**src/hw/rtl/fnms_pkg.sv**
```systemverilog
// ============================================================================
// fnms_pkg: shared constants and types for the four-neighbour smoothing block
// Widths, register indexes, the per-sample word carried into the gather
// stage and the result group handed to the emitter.
// ============================================================================

package fnms_pkg;

    // Geometry of the line store and of the sample words.
    localparam int MAX_COLS    = 1024;
    localparam int SAMPLE_W    = 16;
    localparam int ROW_W       = 16;
    localparam int COL_W       = $clog2(MAX_COLS);
    localparam int CFG_COLS_W  = $clog2(MAX_COLS + 1);
    localparam int CFG_DATA_W  = (ROW_W > CFG_COLS_W) ? ROW_W : CFG_COLS_W;
    localparam int CFG_IDX_W   = 2;

    // Configuration register indexes and their reset values.
    localparam logic [CFG_IDX_W-1:0] REG_MATRIX_ROWS = CFG_IDX_W'(0);
    localparam logic [CFG_IDX_W-1:0] REG_MATRIX_COLS = CFG_IDX_W'(1);
    localparam int RESET_ROWS = 3;
    localparam int RESET_COLS = 5;

    // Three row banks in one memory.
    localparam int BANKS       = 3;
    localparam int BANK_W      = $clog2(BANKS);
    localparam int STORE_DEPTH = BANKS * MAX_COLS;
    localparam int ADDR_W      = $clog2(STORE_DEPTH);

    // Neighbour sums and the reciprocal used for the divide by three.
    localparam int SUM_W        = SAMPLE_W + 2;
    localparam int MAG_W        = SUM_W;
    localparam int RECIP_SHIFT  = SAMPLE_W + 2;
    localparam int RECIP_W      = RECIP_SHIFT - 1;
    localparam int PROD_W       = MAG_W + RECIP_W;
    localparam logic [RECIP_W-1:0] RECIP3 =
        RECIP_W'(((64'd1 << RECIP_SHIFT) + 64'd2) / 64'd3);

    // Results caused by one sample.
    localparam int GROUP_MAX   = 3;
    localparam int GROUP_IDX_W = $clog2(GROUP_MAX);
    localparam int REM_W       = $clog2(GROUP_MAX + 1);

    typedef enum logic [1:0] {
        DIV_BY_2,
        DIV_BY_3,
        DIV_BY_4
    } divisor_t;

    // One sample with its position and the position flags worked out at acceptance.
    typedef struct packed {
        logic signed [SAMPLE_W-1:0] sample;
        logic [ROW_W-1:0]           row;
        logic [COL_W-1:0]           col;
        logic                       first_row;
        logic                       above_two;
        logic                       last_row;
        logic                       first_col;
        logic                       past_second_col;
        logic                       last_col;
    } item_t;

    // One pending result: neighbour sum, divisor and position.
    typedef struct packed {
        logic signed [SUM_W-1:0] sum;
        divisor_t                divisor;
        logic [ROW_W-1:0]        row;
        logic [COL_W-1:0]        col;
        logic                    eom;
    } result_t;

    // The results caused by one sample; present is always a prefix.
    typedef struct packed {
        logic [GROUP_MAX-1:0]    present;
        result_t [GROUP_MAX-1:0] res;
    } group_t;

endpackage

```
**src/hw/rtl/fnms_gather.sv**
```systemverilog
// ============================================================================
// fnms_gather: neighbour window and sum formation
// Holds the sample whose memory reads are in flight, keeps a short window
// of the previous row and of the current row, and forms the neighbour sums
// of every result that the sample completes.
// ============================================================================

module fnms_gather import fnms_pkg::*; (
    input  logic                       clk,
    input  logic                       rst_n,
    input  logic                       load,
    input  item_t                      item_in,
    input  logic signed [SAMPLE_W-1:0] rd_right,
    input  logic signed [SAMPLE_W-1:0] rd_up,
    output logic                       take_ok,
    output logic                       grp_valid,
    output group_t                     grp,
    input  logic                       grp_ready
);

    logic                       valid_reg;
    item_t                      item_reg;
    logic signed [SAMPLE_W-1:0] up_left_reg;
    logic signed [SAMPLE_W-1:0] up_mid_reg;
    logic signed [SAMPLE_W-1:0] left1_reg;
    logic signed [SAMPLE_W-1:0] left2_reg;
    logic                       advance;
    logic [1:0]                 extra1;
    logic signed [SUM_W-1:0]    sum1;
    logic signed [SUM_W-1:0]    sum2;
    logic signed [SUM_W-1:0]    sum3;
    divisor_t                   div1;

    assign advance   = valid_reg && grp_ready;
    assign take_ok   = !valid_reg || grp_ready;
    assign grp_valid = valid_reg;

    // Occupancy of the stage.
    always_ff @(posedge clk or negedge rst_n)
    begin
        if (!rst_n)
        begin
            valid_reg <= 1'b0;
        end
        else if (load)
        begin
            valid_reg <= 1'b1;
        end
        else if (advance)
        begin
            valid_reg <= 1'b0;
        end
    end

    always_ff @(posedge clk)
    begin
        if (load)
        begin
            item_reg <= item_in;
        end
    end

    // Slide the window as the sample leaves. At the end of a row the
    // right-hand read returns column zero of this row for the next row.
    always_ff @(posedge clk)
    begin
        if (advance)
        begin
            up_left_reg <= up_mid_reg;
            up_mid_reg  <= rd_right;
            left2_reg   <= left1_reg;
            left1_reg   <= item_reg.sample;
        end
    end

    // Element above, this sample below, neighbours left and right in the previous row.
    always_comb
    begin
        extra1 = {1'b0, item_reg.above_two} + {1'b0, !item_reg.first_col}
               + {1'b0, !item_reg.last_col};
        sum1 = (item_reg.above_two ? SUM_W'(rd_up) : '0)
             + SUM_W'(item_reg.sample)
             + (!item_reg.first_col ? SUM_W'(up_left_reg) : '0)
             + (!item_reg.last_col ? SUM_W'(rd_right) : '0);
        unique case (extra1)
            2'd1:    div1 = DIV_BY_2;
            2'd2:    div1 = DIV_BY_3;
            default: div1 = DIV_BY_4;
        endcase
    end

    // Bottom row: the element left of this sample, and the corner itself.
    always_comb
    begin
        sum2 = SUM_W'(up_left_reg) + SUM_W'(item_reg.sample)
             + (item_reg.past_second_col ? SUM_W'(left2_reg) : '0);
        sum3 = SUM_W'(up_mid_reg) + SUM_W'(left1_reg);
    end

    // Results in output order.
    always_comb
    begin
        grp.present[0]     = !item_reg.first_row;
        grp.present[1]     = item_reg.last_row && !item_reg.first_col;
        grp.present[2]     = item_reg.last_row && item_reg.last_col;

        grp.res[0].sum     = sum1;
        grp.res[0].divisor = div1;
        grp.res[0].row     = item_reg.row - ROW_W'(1);
        grp.res[0].col     = item_reg.col;
        grp.res[0].eom     = 1'b0;

        grp.res[1].sum     = sum2;
        grp.res[1].divisor = item_reg.past_second_col ? DIV_BY_3 : DIV_BY_2;
        grp.res[1].row     = item_reg.row;
        grp.res[1].col     = item_reg.col - COL_W'(1);
        grp.res[1].eom     = 1'b0;

        grp.res[2].sum     = sum3;
        grp.res[2].divisor = DIV_BY_2;
        grp.res[2].row     = item_reg.row;
        grp.res[2].col     = item_reg.col;
        grp.res[2].eom     = 1'b1;
    end

    // Results of one sample always come as a prefix of the group.
    a_present_prefix: assert property (@(posedge clk) disable iff (!rst_n)
        valid_reg |-> (grp.present == 3'b000 || grp.present == 3'b001
                    || grp.present == 3'b011 || grp.present == 3'b111))
        else $error("result group is not a prefix");

endmodule

```
**config.mk**
```make
export PLATFORM = sky130hd
export DESIGN_NAME = fnms_gather
export DESIGN_NICKNAME = d
export VERILOG_FILES = /design/src/hw/rtl/fnms_pkg.sv /design/src/hw/rtl/fnms_gather.sv
export SDC_FILE = /design/constraint.sdc
export NUM_CORES = 1
export LEC_CHECK = 0
export BUFFER_PORTS_ARGS = -buffer_cell sky130_fd_sc_hd__buf_4
export CAP_MARGIN = 20
export CORE_MARGIN = 4
export CORE_UTILIZATION = 25
export CTS_BUF_LIST = sky130_fd_sc_hd__clkbuf_2 sky130_fd_sc_hd__clkbuf_4 sky130_fd_sc_hd__clkbuf_8
export CTS_CLUSTER_DIAMETER = 100
export DETAILED_ROUTE_END_ITERATION = 8
export SYNTH_ARGS = -nofsm -noshare
export SYNTH_HDL_FRONTEND = slang
export SYNTH_SLANG_ARGS = --single-unit
```
**constraint.sdc**
```tcl
create_clock -name clk -period 3.7 [get_ports clk]
set_clock_uncertainty 0.2 [all_clocks]
set_input_delay 0.185 -clock clk [delete_from_list [all_inputs] [get_ports clk]]
set_output_delay 0.185 -clock clk [all_outputs]
set_load 0.005 [all_outputs]
```
Word level (Yosys, flattened, before mapping)
Cells that the tools add are included.
{"block": "totals", "regBits": 113, "latch_bits": 0, "mem_bits_rw": 0, "rom_bits": 0, "input_bits": 84, "out_inout_bits": 146, "word_cells": 43, "memories": 0}
{"block": "classes", "addsub": 10, "mul": 0, "div_mod_pow": 0, "n_lt_le_gt_ge": 0, "eq_ne": 2, "shift": 0, "muxes": 8, "n_bitwise": 0, "n_reduce_logical": 9}
{"op": "18-bit adder", "count": 4}
{"op": "18-bit two-way mux", "count": 4}
{"op": "16-bit by 16-bit adder with 17-bit output", "count": 2}
{"op": "16-bit by 1-bit subtractor with 16-bit output (second input constant)", "count": 1}
{"op": "10-bit by 1-bit subtractor with 10-bit output (second input constant)", "count": 1}
{"op": "1-bit logical NOT", "count": 4}
{"op": "2-bit one-hot mux with 2 select lines", "count": 1}
{"op": "1-bit logical AND", "count": 3}
{"op": "1-bit two-way mux", "count": 3}
{"op": "1-bit by 1-bit adder with 2-bit output", "count": 1}
{"op": "2-bit by 1-bit adder with 2-bit output", "count": 1}
{"op": "2-bit by 1-bit == test with 1-bit output (second input constant)", "count": 1}
{"op": "2-bit == test (second input constant)", "count": 1}
{"op": "2-bit nonzero test", "count": 1}
{"op": "1-bit logical OR", "count": 1}

Depth between registers and ports, before layout
{"block": "logic_depth", "depth_word": 5, "depth_mapped": 16, "mapped_depth_nobuf": 16}

Worst setup path before layout
Ideal clock, no wire load.
{"block": "synth_path", "path_kind": "register to output", "from": "reg item_reg[0] in the netlist's numbering", "to": "out grp[44] in the netlist's numbering", "arrival_ns": 3.561, "required_ns": 3.315, "setup_slack_ns": -0.246, "path_stages_with_launch": 15, "path_buffers": 1, "path_cell_list": "edfxtp_1 -> clkbuf_1 -> nand2b_1 -> fa_1 -> inv_1 -> fa_1 -> ha_1 -> inv_1 -> fa_1 -> nor2b_1 -> o31a_1 -> or2_1 -> a31oi_1 -> o41ai_1 -> xor2_1"}
{"element": "start: declaration", "line": "fnms_gather.sv:22", "source": "item_t item_reg;"}
{"element": "start signal: assignment", "line": "fnms_gather.sv:59", "source": "item_reg <= item_in;"}
{"element": "end: declaration", "line": "fnms_gather.sv:17", "source": "output group_t grp,"}

==> flow_summary.ini <==
[critical_path]
crit_required_ns = 3.31
crit_path_start_kind = register
worstSetupPathType = reg2out
endpoint_kind = output port
critPathMaxFanout = 7
cp.arrival_ns = 4.05

[finish]
largest_reg_flops = 26
fillCellCount = 3252
final_common_cell = buf_4
multi_input_area_um2 = 4960
nNetsFinal = 1340
n_antenna_cell = 0
drive_gt1_frac = 0.414
final_cell_area_um2 = 12800
regArea_um2 = 3390
mostFrequentLayoutCells = buf_4 (319), edfxtp_1 (112), dlygate4sd3_1 (67)
areaGrowthSynthToFinish_pct = 52.1

[floorplanning]
initial_utilization = 0.252
die_y_um = 192
core_um2 = 33400
rows = 67
die_area_um2 = 36800
ios = 230
die_x_um = 192

[timing]
fin_crit_sh = 1.20
finalSetupViolCount = 24
grt_setup_unrepaired = yes
tightest_slew_ns = 0.704
layout_min_cycle_time_ns = 4.44
slew_viol_final = 0
fin_tns_setup_ns = -12.63
final.setup.worst_slack_ns = -0.740
slew_headroom = 0.530
hold_viol_final = 0
fmax_ghz = 0.225

[power]
p_int_mw = 3.83
irDropWorstVdd_mv = 0.223
p_comb_frac = 0.549
power_per_cell_area_nw_per_um2 = 465
power_frac_clock = 0.183
p_switching_mw = 2.14
p_leak_nw = 5.61
pwr-share-seq = 0.268
p_sw_frac = 0.359
finalPower_mw = 5.97

[detailed_routing]
drt_pass1_iterations = 4
post_drt_via_cell_ratio = 4.39
vias = 7080
drcViolationCount = 0
dr.first_iter.drc_count = 260
ant_nets = 0
routed_wl_um = 25200
routedWlPerCell_um = 15.6

[grt]
antenna_found_initial = 1
grt.total_usage = 0.134
grt_pass1_wl_um = 38200
grt_pass1_vias = 7266
grt_max_degree = 50
grt_overflow = 0

[yosys]
ys_async_sr_fraction = 0.00885
synth-edff-count = 112
synth_warnings = 0
ys_seq_elements = 113
synth_cell_types = 56
synth_seq_area_share = 0.401
synth_top_cell_by_area = edfxtp_1
synth_flop_cell = edfxtp_1
syn_inst = 790
synth_area_um2 = 8450
syn_avg_cell_area_um2 = 10.7
synth_top_area_share = 0.398
synth_area_leaders = edfxtp_1 (40%), ha_1 (10%), fa_1 (8.8%), buf_4 (5.3%), xnor2_1 (4.4%)

[place]
placement.io_buffers = 223
gp_congestion = 0.834
dp_worst_setup_slack_ns = -0.378
dp_hpwl_um = 19500
dpl_cell_area_um2 = 11000

[clock_network]
cts_sinks = 113
insertion_delay_ns = 0.44
cts_max_level = 4
cts_made_buffers = 17
cts.path.max_buffers = 2
cts_tree = done
clk_pin_slew_ns = 0.07
cts-root-buf = clkbuf_8

[run_status]
violations = setup timing
status = finished, violations left

[hold_path]
min_path_type = in2reg

[job]
max-cap-violations = 0
==> logic make-up after synthesis <==
kind of cell               share of synthesized area
xor gates and xnor gates                      0.0716
AOI/OAI and AO/OA                              0.116
buffers and inverters                         0.0884
adders and majority gates                      0.190
DFF                                            0.401
other                                       0.000889
and+or+nand+nor                                0.132
==> stage by stage <==
| stage | hold WS [ns] | cells | util |
|---|---|---|---|
| global placement | -0.239 | 1488 | 0.328 |
| finish | 0.120 | 1611 | 0.384 |
| global route | 0.105 | 1611 | 0.384 |
| detailed placement | -0.239 | 1488 | 0.328 |
| CTS | 0.0934 | 1598 | 0.367 |
| floorplan | -0.311 | 794 | - |
==> power groups by stage <==
stage          sequential, mW  combinational [mW]  clock [mW]
6_report                 1.60                3.28        1.09
5_1_grt                  1.61                3.63        1.19
4_1_cts                  1.60                2.98        1.14
3_5_place_dp             1.63                2.74           0
3_3_place_gp             1.62                2.73           0
2_1_floorplan            1.59                1.43           0
==> area by class of cell <==
class                           instances  share of cell area
Multi-Input combinational cell        542               0.386
Sequential cell                       113               0.264
Timing Repair Buffer                  407               0.258
Tap cell                              448              0.0436
Inverter                               69              0.0202
Clock buffer                           18              0.0188
Clock inverter                         14             0.00906
==> metal layers <==
| metal | track usage | part of all wire | vias up |
|---|---|---|---|
| li1 | - | - | 3436 |
| met1 | 0.160 | 0.41 | 3415 |
| met2 | 0.229 | 0.50 | 191 |
| met3 | 0.0342 | 0.060 | 36 |
| met4 | 0.0522 | 0.029 | 2 |
| met5 | 0 | 0.00044 | - |
==> final timing paths <==
kind | depth (start not counted) | slack [ns] | endpoint | startpoint
worst max-delay path | 14 | -0.74 | grp[44] | item_reg[0]
worst min-delay path | 1 | 0.12 | grp[1] | load
worst max register to register | 2 | 1.85 | up_left_reg[11] | grp_valid
worst min register to register | 0 | 0.26 | left2_reg[6] | left1_reg[6]
max in group asynchronous | 3 | 2.80 | grp_valid | rst_n
min in group asynchronous | 3 | 0.39 | grp_valid | rst_n
==> critical path, stage by stage (launching register included) <==
cell and delay [ns]:
edfxtp_1 0.53, nand2b_4 0.20, fa_1 0.47, inv_1 0.05, fa_1 0.55, ha_4 0.15, inv_2 0.04, fa_2 0.36
nor2b_2 0.14, o31a_1 0.19, or2_4 0.16, a31oi_4 0.10, o41ai_2 0.33, xor2_1 0.19, buf_4 0.14
==> synthesized netlist by cell type (all sizes together) (12+ instances only) <==
master  number
buf         60
a31oi       12
fa          37
edfxtp     112
inv         69
and2        28
nor2b       21
nand2b      23
nor3        17
nor2        31
a21o        15
a21oi       42
o21ai       31
xnor2       42
nand2       42
nand3       14
xor2        27
ha          69
==> what timing repair did <==
action,CTS,global route
endpoints found under the hold margin,66,0
pin swaps,39,66
setup endpoints to repair,27,27
setup buffers,11,15
hold buffers,67,0
gates resized for setup,44,92
Note: power is estimated with default switching activity, not from simulation.
