File: src/hw/rtl/fnms_pkg.sv
// ============================================================================
// fnms_pkg: shared constants and types for the four-neighbour smoothing block
// Widths, register indexes, the per-sample word carried into the gather
// stage and the result group handed to the emitter.
// ============================================================================

package fnms_pkg;

    // Geometry of the line store and of the sample words.
    localparam int MAX_COLS    = 1024;
    localparam int SAMPLE_W    = 16;
    localparam int ROW_W       = 16;
    localparam int COL_W       = $clog2(MAX_COLS);
    localparam int CFG_COLS_W  = $clog2(MAX_COLS + 1);
    localparam int CFG_DATA_W  = (ROW_W > CFG_COLS_W) ? ROW_W : CFG_COLS_W;
    localparam int CFG_IDX_W   = 2;

    // Configuration register indexes and their reset values.
    localparam logic [CFG_IDX_W-1:0] REG_MATRIX_ROWS = CFG_IDX_W'(0);
    localparam logic [CFG_IDX_W-1:0] REG_MATRIX_COLS = CFG_IDX_W'(1);
    localparam int RESET_ROWS = 3;
    localparam int RESET_COLS = 5;

    // Three row banks in one memory.
    localparam int BANKS       = 3;
    localparam int BANK_W      = $clog2(BANKS);
    localparam int STORE_DEPTH = BANKS * MAX_COLS;
    localparam int ADDR_W      = $clog2(STORE_DEPTH);

    // Neighbour sums and the reciprocal used for the divide by three.
    localparam int SUM_W        = SAMPLE_W + 2;
    localparam int MAG_W        = SUM_W;
    localparam int RECIP_SHIFT  = SAMPLE_W + 2;
    localparam int RECIP_W      = RECIP_SHIFT - 1;
    localparam int PROD_W       = MAG_W + RECIP_W;
    localparam logic [RECIP_W-1:0] RECIP3 =
        RECIP_W'(((64'd1 << RECIP_SHIFT) + 64'd2) / 64'd3);

    // Results caused by one sample.
    localparam int GROUP_MAX   = 3;
    localparam int GROUP_IDX_W = $clog2(GROUP_MAX);
    localparam int REM_W       = $clog2(GROUP_MAX + 1);

    typedef enum logic [1:0] {
        DIV_BY_2,
        DIV_BY_3,
        DIV_BY_4
    } divisor_t;

    // One sample with its position and the position flags worked out at acceptance.
    typedef struct packed {
        logic signed [SAMPLE_W-1:0] sample;
        logic [ROW_W-1:0]           row;
        logic [COL_W-1:0]           col;
        logic                       first_row;
        logic                       above_two;
        logic                       last_row;
        logic                       first_col;
        logic                       past_second_col;
        logic                       last_col;
    } item_t;

    // One pending result: neighbour sum, divisor and position.
    typedef struct packed {
        logic signed [SUM_W-1:0] sum;
        divisor_t                divisor;
        logic [ROW_W-1:0]        row;
        logic [COL_W-1:0]        col;
        logic                    eom;
    } result_t;

    // The results caused by one sample; present is always a prefix.
    typedef struct packed {
        logic [GROUP_MAX-1:0]    present;
        result_t [GROUP_MAX-1:0] res;
    } group_t;

endpackage

File: src/hw/rtl/fnms_if.sv


interface fnms_out_if import fnms_pkg::*; ();
    logic                       valid;
    logic                       ready;
    logic signed [SAMPLE_W-1:0] smoothed_value;
    logic [ROW_W-1:0]           out_row;
    logic [COL_W-1:0]           out_col;
    logic                       last_in_run;
    logic                       end_of_matrix;

    modport source (output valid, output smoothed_value, output out_row, output out_col,
                    output last_in_run, output end_of_matrix, input ready);
    modport sink   (input valid, input smoothed_value, input out_row, input out_col,
                    input last_in_run, input end_of_matrix, output ready);
endinterface

File: src/hw/rtl/fnms_emit.sv
// ============================================================================
// fnms_emit: result queue, divider and output register
// Takes a group of up to three sums, hands them out one per cycle while the output
// is not stalled, divides each by its neighbour count with truncation toward zero
// and registers the result word.
// ============================================================================

module fnms_emit import fnms_pkg::*; (
    input  logic        clk,
    input  logic        rst_n,
    input  logic        grp_valid,
    input  group_t      grp,
    output logic        grp_ready,
    fnms_out_if.source  results
);

    result_t                    ent_reg [GROUP_MAX];
    logic [GROUP_IDX_W-1:0]     head_reg;
    logic [GROUP_IDX_W-1:0]     head_next;
    logic [REM_W-1:0]           rem_reg;
    logic [REM_W-1:0]           rem_next;
    logic                       out_valid_reg;
    logic signed [SAMPLE_W-1:0] out_value_reg;
    logic [ROW_W-1:0]           out_row_reg;
    logic [COL_W-1:0]           out_col_reg;
    logic                       out_last_reg;
    logic                       out_eom_reg;
    logic                       pop;
    logic                       load;
    logic [REM_W-1:0]           count;
    result_t                    cur;
    logic                       neg;
    logic [MAG_W-1:0]           mag;
    logic [MAG_W-1:0]           quot;
    logic [MAG_W-1:0]           signed_q;
    logic [PROD_W-1:0]          prod;

    // Queue handshake: a new group enters as the last one leaves.
    assign pop       = (rem_reg != '0) && (!out_valid_reg || results.ready);
    assign grp_ready = (rem_reg == '0) || ((rem_reg == REM_W'(1)) && pop);
    assign load      = grp_valid && grp_ready;
    assign count     = REM_W'($countones(grp.present));

    always_comb
    begin
        head_next = head_reg;
        rem_next  = rem_reg;
        if (load)
        begin
            head_next = '0;
            rem_next  = count;
        end
        else if (pop)
        begin
            head_next = head_reg + GROUP_IDX_W'(1);
            rem_next  = rem_reg - REM_W'(1);
        end
    end

    always_ff @(posedge clk or negedge rst_n)
    begin
        if (!rst_n)
        begin
            head_reg <= '0;
            rem_reg  <= '0;
        end
        else
        begin
            head_reg <= head_next;
            rem_reg  <= rem_next;
        end
    end

    always_ff @(posedge clk)
    begin
        if (load)
        begin
            for (int i = 0; i < GROUP_MAX; i++)
            begin
                ent_reg[i] <= grp.res[i];
            end
        end
    end

    // Divide the magnitude by two, three or four, then restore the sign.
    always_comb
    begin
        cur  = ent_reg[head_reg];
        neg  = cur.sum[SUM_W-1];
        mag  = neg ? MAG_W'(-cur.sum) : MAG_W'(cur.sum);
        prod = PROD_W'(mag) * PROD_W'(RECIP3);
        unique case (cur.divisor)
            DIV_BY_2: quot = mag >> 1;
            DIV_BY_3: quot = MAG_W'(prod >> RECIP_SHIFT);
            DIV_BY_4: quot = mag >> 2;
            default:  quot = '0;
        endcase
        signed_q = neg ? (MAG_W'(0) - quot) : quot;
    end

    // Output register.
    always_ff @(posedge clk or negedge rst_n)
    begin
        if (!rst_n)
        begin
            out_valid_reg <= 1'b0;
        end
        else if (pop)
        begin
            out_valid_reg <= 1'b1;
        end
        else if (results.ready)
        begin
            out_valid_reg <= 1'b0;
        end
    end

    always_ff @(posedge clk)
    begin
        if (pop)
        begin
            out_value_reg <= signed_q[SAMPLE_W-1:0];
            out_row_reg   <= cur.row;
            out_col_reg   <= cur.col;
            out_last_reg  <= (rem_reg == REM_W'(1));
            out_eom_reg   <= cur.eom;
        end
    end

    assign results.valid          = out_valid_reg;
    assign results.smoothed_value = out_value_reg;
    assign results.out_row        = out_row_reg;
    assign results.out_col        = out_col_reg;
    assign results.last_in_run    = out_last_reg;
    assign results.end_of_matrix  = out_eom_reg;

    // The read pointer never runs past the loaded group.
    a_head_in_group: assert property (@(posedge clk) disable iff (!rst_n)
        (rem_reg != '0) |-> ({1'b0, head_reg} + {1'b0, rem_reg} <= 3'(GROUP_MAX)))
        else $error("queue head runs past the group");

    // The bottom-right result is always the last one of its sample.
    a_eom_is_last: assert property (@(posedge clk) disable iff (!rst_n)
        (out_valid_reg && out_eom_reg) |-> out_last_reg)
        else $error("end of matrix without last in run");

endmodule
File: src/flat_wrapper.sv
// flat-port wrapper written by rule: the top's interface ports become plain ports
module fnms_emit_flat import fnms_pkg::*;
  (clk, rst_n, grp_valid, grp, grp_ready, results_valid, results_smoothed_value, results_out_row, results_out_col, results_last_in_run, results_end_of_matrix, results_ready);
  fnms_out_if results_i ();
  input  logic clk;
  input  logic rst_n;
  input  logic grp_valid;
  input  group_t grp;
  output logic grp_ready;
  output wire logic [$bits(results_i.valid)-1:0] results_valid;
  output wire logic [$bits(results_i.smoothed_value)-1:0] results_smoothed_value;
  output wire logic [$bits(results_i.out_row)-1:0] results_out_row;
  output wire logic [$bits(results_i.out_col)-1:0] results_out_col;
  output wire logic [$bits(results_i.last_in_run)-1:0] results_last_in_run;
  output wire logic [$bits(results_i.end_of_matrix)-1:0] results_end_of_matrix;
  input wire logic [$bits(results_i.ready)-1:0] results_ready;
  assign results_valid = results_i.valid;
  assign results_smoothed_value = results_i.smoothed_value;
  assign results_out_row = results_i.out_row;
  assign results_out_col = results_i.out_col;
  assign results_last_in_run = results_i.last_in_run;
  assign results_end_of_matrix = results_i.end_of_matrix;
  assign results_i.ready = results_ready;
  fnms_emit u_core (.clk(clk), .rst_n(rst_n), .grp_valid(grp_valid), .grp(grp), .grp_ready(grp_ready), .results(results_i));
endmodule
File: config.mk
export PLATFORM = sky130hd
export DESIGN_NAME = fnms_emit_flat
export DESIGN_NICKNAME = d
export VERILOG_FILES = /design/src/hw/rtl/fnms_pkg.sv /design/src/hw/rtl/fnms_if.sv /design/src/hw/rtl/fnms_emit.sv /design/src/flat_wrapper.sv
export SDC_FILE = /design/constraint.sdc
export NUM_CORES = 1
export LEC_CHECK = 0
export BUFFER_PORTS_ARGS = -buffer_cell sky130_fd_sc_hd__buf_2
export CORE_MARGIN = 3
export CORE_UTILIZATION = 25
export CTS_BUF_LIST = sky130_fd_sc_hd__clkbuf_8
export DETAILED_ROUTE_END_ITERATION = 10
export PLACE_DENSITY_LB_ADDON = 0.1
export SLEW_MARGIN = 15
export SYNTH_ARGS = -nofsm -noshare
export SYNTH_HDL_FRONTEND = slang
export SYNTH_SLANG_ARGS = --single-unit
File: constraint.sdc
create_clock -name clk -period 7.9 [get_ports clk]
set_input_delay 0.79 -clock clk [delete_from_list [all_inputs] [get_ports clk]]
set_output_delay 0.79 -clock clk [all_outputs]
set_load 0.02 [all_outputs]
* Word level (Yosys, flattened, before mapping)
Memory sizes are Yosys's and may differ from the RTL's. Index checks and enable logic that the tools add are counted.
Word-level totals: register bits 49, bits in writable memories 141, bits of input ports 148, memories kept 1
Cells by class: add/subtract/negate cells 6, $mul 1, equal/unequal tests 3, muxes and demuxes 11, reductions and logical operators 11
Memory list:
- u_core.ent_reg | words 3, bits a word 47, read ports 1, clocked after Yosys merged registers in 0, write ports 3, line fnms_emit.sv:17 | result_t ent_reg [GROUP_MAX];
Operators by type and width (count):
- 16-bit case mux with 3 select lines | 1
- 18-bit by 16-bit multiplier with 33-bit output (second input constant) | 1
- 18-bit 2-to-1 mux | 1
- 18-bit negator | 1
- 16-bit 2-to-1 mux | 1
- 1-bit by 16-bit subtractor with 16-bit output (first input constant) | 1
- 2-bit 2-to-1 mux | 4
- 2-bit nonzero test | 3
- 2-bit by 1-bit == test with 1-bit output (second input constant) | 2
- 2-bit zero test | 2
- 1-bit 2-to-1 mux | 4
- 1-bit logical AND | 3
- 1-bit by 1-bit adder with 2-bit output | 1
- 2-bit by 1-bit adder with 2-bit output | 1
- 2-bit by 1-bit adder with 2-bit output (second input constant) | 1
- 2-bit == test (second input constant) | 1
- 1-bit logical OR | 2
- 2-bit by 1-bit subtractor with 2-bit output (second input constant) | 1
- 1-bit zero test | 1

* Logic depth before layout (Yosys ltp)
depth after elaboration 8, mapped depth 34

* Worst setup path before layout
OpenSTA, ideal clock, no wires.
kind register -> register, start point register u_core.head_reg[0], end point register u_core.out_value_reg[15] (netlist: u_core.results.smoothed_value[15]), data pin, setup time 0.260 ns, data arrival time 7.520 ns, data required time 7.640 ns, path slack 0.120 ns, cell stages (with the launch flop) 31, path through dfrtp_1 buf_6 mux2_2 mux2i_1 ha_1 mux2_2 a22o_2 or2_2 ha_1 inv_1 fa_1 inv_1 fa_1 inv_1 fa_1 fa_1 fa_1 inv_1 ha_1 clkbuf_1 nand2_1 nor3_1 nand3_1 o211ai_1 a211oi_1 xnor2_1 a211oi_1 and2_1 and4_4 a41oi_2 xnor2_1
On the way: longest elaborated chain between the ends 7, elaborated cells between the ends (all ways) 10, those cells by class add/sub: 2; mul: 1; eq/ne: 2; mux: 3; reduce/logical: 1; memory: 1
RTL lines:
- from (decl) | line fnms_emit.sv:18 | logic [GROUP_IDX_W-1:0] head_reg;
- from (signal assigned) | line fnms_emit.sv:69 | head_reg <= head_next;
- memory read 3 x 47 bit *
- 18-bit negator | line fnms_emit.sv:90 | mag = neg ? MAG_W'(-cur.sum) : MAG_W'(cur.sum);
- 18-bit 2-to-1 mux | line fnms_emit.sv:90
- 18-bit by 16-bit multiplier with 33-bit output | line fnms_emit.sv:91 | prod = PROD_W'(mag) * PROD_W'(RECIP3);
- 16-bit case mux with 3 select lines | line fnms_emit.sv:92 | unique case (cur.divisor)
- 1-bit by 16-bit subtractor with 16-bit output | line fnms_emit.sv:98 | signed_q = neg ? (MAG_W'(0) - quot) : quot;
- 16-bit 2-to-1 mux * | line fnms_emit.sv:98
- net u_core.signed_q[15] | line fnms_emit.sv:35 | logic [MAG_W-1:0] signed_q;
- to (signal assigned) | line fnms_emit.sv:122 | out_value_reg <= signed_q[SAMPLE_W-1:0];
- to (decl) | line fnms_emit.sv:23 | logic signed [SAMPLE_W-1:0] out_value_reg;
The timed path passes the listed nets; every way through them passes the cells marked *. A chain may end at the register's enable or synchronous reset.

* Worst setup path in the final report
Ends and elaborated chain as after synthesis.

==> summary.txt <==
Global routing
  • GR peak layer: met2
  • Largest net degree at the start of global routing: 76
  • Met2 usage: 25.4%
  • Met1 GRT Util: 19.2%
  • Vias in the first global route: between 10000 and 15000
  • Global-route wire length before repair: between 60000 and 70000 microns
  • Initial antenna violation count: 9
  • M3 GR Usage: 3.77%
  • Overall fraction of global-route tracks in use: 15.0%
  • GRT overflow: 0

Worst setup path
  • CP most frequent cell: fa_1
  • CP Max Fanout: 5
  • Reg2reg start: u_core.head_reg[0]
  • WS Path Type: flip-flop to flip-flop
  • R2R setup slack: about 0.049 ns
  • RR Endpoint: u_core.results.smoothed_value[15]
  • Crit start category: flip-flop
  • Worst EP arrival: 8.08 ns
  • Worst reg-to-reg path cell count: 28
  • CP endpoint kind: flip-flop
  • CP max stage delay: 0.61 ns
  • Worst setup path startpoint: u_core.head_reg[0]
  • Critical path's slowest cell: fa_1
  • Crit path to: u_core.results.smoothed_value[15]
  • Critical path data required time: 8.13 ns

Clocking
  • Worst-Skew Late Latency: 0.50 ns
  • H-tree depth: 4
  • Hold-fix buffers at CTS: 0
  • Clock buffer count from CTS: 17
  • Clock tree buffer depth: 2
  • Clock sink count: 190
  • CTS tree: built
  • CTS clk-pin slew, worst paths: 0.09 ns
  • Root buffer cell: clkbuf_8

Routing
  • Final WL: 41800 microns
  • Avg WL per Cell: 18.5 microns
  • Vias per cell: 4.37
  • Via count: 9857
  • Final antenna-violating net count: 0
  • Drt pass-1 iters: 4
  • DR iter-0 viols: 350
  • Residual DRC: 0

Timing
  • Fin crit share: 99.4%
  • RSZ-0062 raised after global routing: true
  • Final setup vio count: 0
  • Setup TNS: 0 ns
  • Fin crit period: 7.85 ns
  • Slew @ Worst Pin: 0.940 ns
  • Final Hold Fails: 0
  • Setup Skew: 0.0319 ns
  • Final number of max-transition violations: 0
  • Fmax: 127 MHz
  • Relative slew margins: 37.1%

Synth
  • Syn Inst Count: 1148
  • Syn_nets: 1523
  • Post-synth ARST share: 2.63%
  • Syn Area/Cell: roughly 12 sq um
  • YS warnings: 0
  • Share of the yosys chip area belonging to registers: 42.3%
  • Count of different cell masters after synthesis: 73
  • Mapped Area: 0.0134 sq mm
  • Dominant synthesized flop cell: edfxtp_1
  • FF+latch count, synth: 190
  • EDFF count, synth: approximately 190

Cells and area
  • Max reg flops: 141
  • Final nets: 1931
  • Commonest cells after routing, fill and taps aside: buf_4 (220), buf_2 (193), inv_1 (192)
  • Area grow syn2layout: 33.7%
  • Commonest non-fill, non-tap cell in the layout: buf_4
  • Design area: 0.0179 sq mm
  • Fillers: 5409
  • Layout cells sized above 1: 37.3%
  • Final core utilization: 33.9%

Floorplan
  • I/O pin count: 194
  • Chip Height: 238 microns
  • CORE AREA: 0.0529 sq mm
  • Horiz. Die Dim: 238 microns
  • Cell Rows: 84
  • DIE AREA: roughly 0.056 sq mm
  • Initial Utilization: 25.4%

Min path
  • Hold crit path type: input port to async pin

Run
  • Max-Cap Viols: 0

Place
  • # port buffers: about 190
  • Detailed placement HPWL: 34600 microns
  • Area after DPL: approximately 0.017 sq mm
  • Gpl congestion: 0.859

Status
  • Status: completed
## area by class of cell
cell class                      count  area, sq um  share of cell area [%]
Clock inverter                     14          138                   0.767
Clock buffer                       17          234                    1.30
Timing Repair Buffer              419         2710                    15.1
Sequential cell                   190         5690                    31.7
Multi-Input combinational cell    728         7550                    42.1
Inverter                          200          758                    4.23
Antenna cell                        2         5.00                  0.0279
Tap cell                          688          861                    4.80
## critical path, delay by kind of cell (launching register included)
family | cells | cell delay (ns)
AOI/OAI and AO/OA | 6 | 1.14
xor gates and xnor gates | 2 | 0.26
adders and majority gates | 8 | 3.52
buffers and inverters | 4 | 0.44
DFF | 1 | 0.51
muxes | 3 | 0.73
and+or+nand+nor | 5 | 1.00
## worst min-delay path by stage
stage | from | endpoint | slack, ns | cells after the start
finish | rst_n | u_core.rem_reg[1] | 0.13 | 1
global route | rst_n | u_core.rem_reg[1] | 0.08 | 1
CTS | rst_n | u_core.rem_reg[1] | 0.06 | 1
detailed placement | u_core.ent_reg[2][24] | u_core.results.out_row[13] | 0.51 | 2
global placement | u_core.ent_reg[2][16] | u_core.results.out_row[5] | 0.51 | 2
floorplan | rst_n | u_core.head_reg[0] | 0.49 | 0
## repair_timing
action | in CTS | in global routing
resized for setup | 97 | 55
endpoints found under the setup margin | 12 | 15
cloned | 0 | 0
pin swaps | 62 | 42
setup buffers | 9 | 13
## per-stage QoR
step	hold slack (ns)	setup WS (ns)	instances
floorplan	0.494	0.120	1148
global placement	0.508	-0.547	2203
detailed placement	0.514	-0.492	2203
CTS	0.0630	-0.00473	2243
global route	0.0780	-0.272	2256
finish	0.128	0.0491	2258
## logic make-up (layout without fill, tap and decap cells)
kind of cell             Yosys count  count (layout)  share of synthesized area, %
AND/OR/NAND/NOR                  176             176                          6.12
other                              0               2                             0
adder cells (fa/ha/maj)          227             227                          26.3
XOR/XNOR                          57              57                          3.83
AO/OA/AOI/OAI                    210             210                          9.83
multiplexers                      58              58                          4.69
flip-flops                       190             190                          42.3
buffers and inverters            230             650                          6.86
## cells in the mapped netlist (all sizes together) (17+ instances only)
master	count	area, sq um
buf	18	124
fa	92	1840
nand2	82	308
xnor2	40	365
ha	135	1690
edfxtp	185	5560
mux2i	48	509
o21ai	76	380
nor2	36	135
a21oi	55	279
xor2	17	149
inv	200	751
## per-layer routing
| metal | share of wire (%) | vias up |
|---|---|---|
| met5 | 0.21 | - |
| met1 | 44 | 4797 |
| met4 | 2.0 | 14 |
| li1 | - | 4802 |
| met2 | 48 | 192 |
| met3 | 5.3 | 52 |
Power is not shown: default switching activity piles up to over one toggle a cycle in this logic, so the estimate is an artifact.
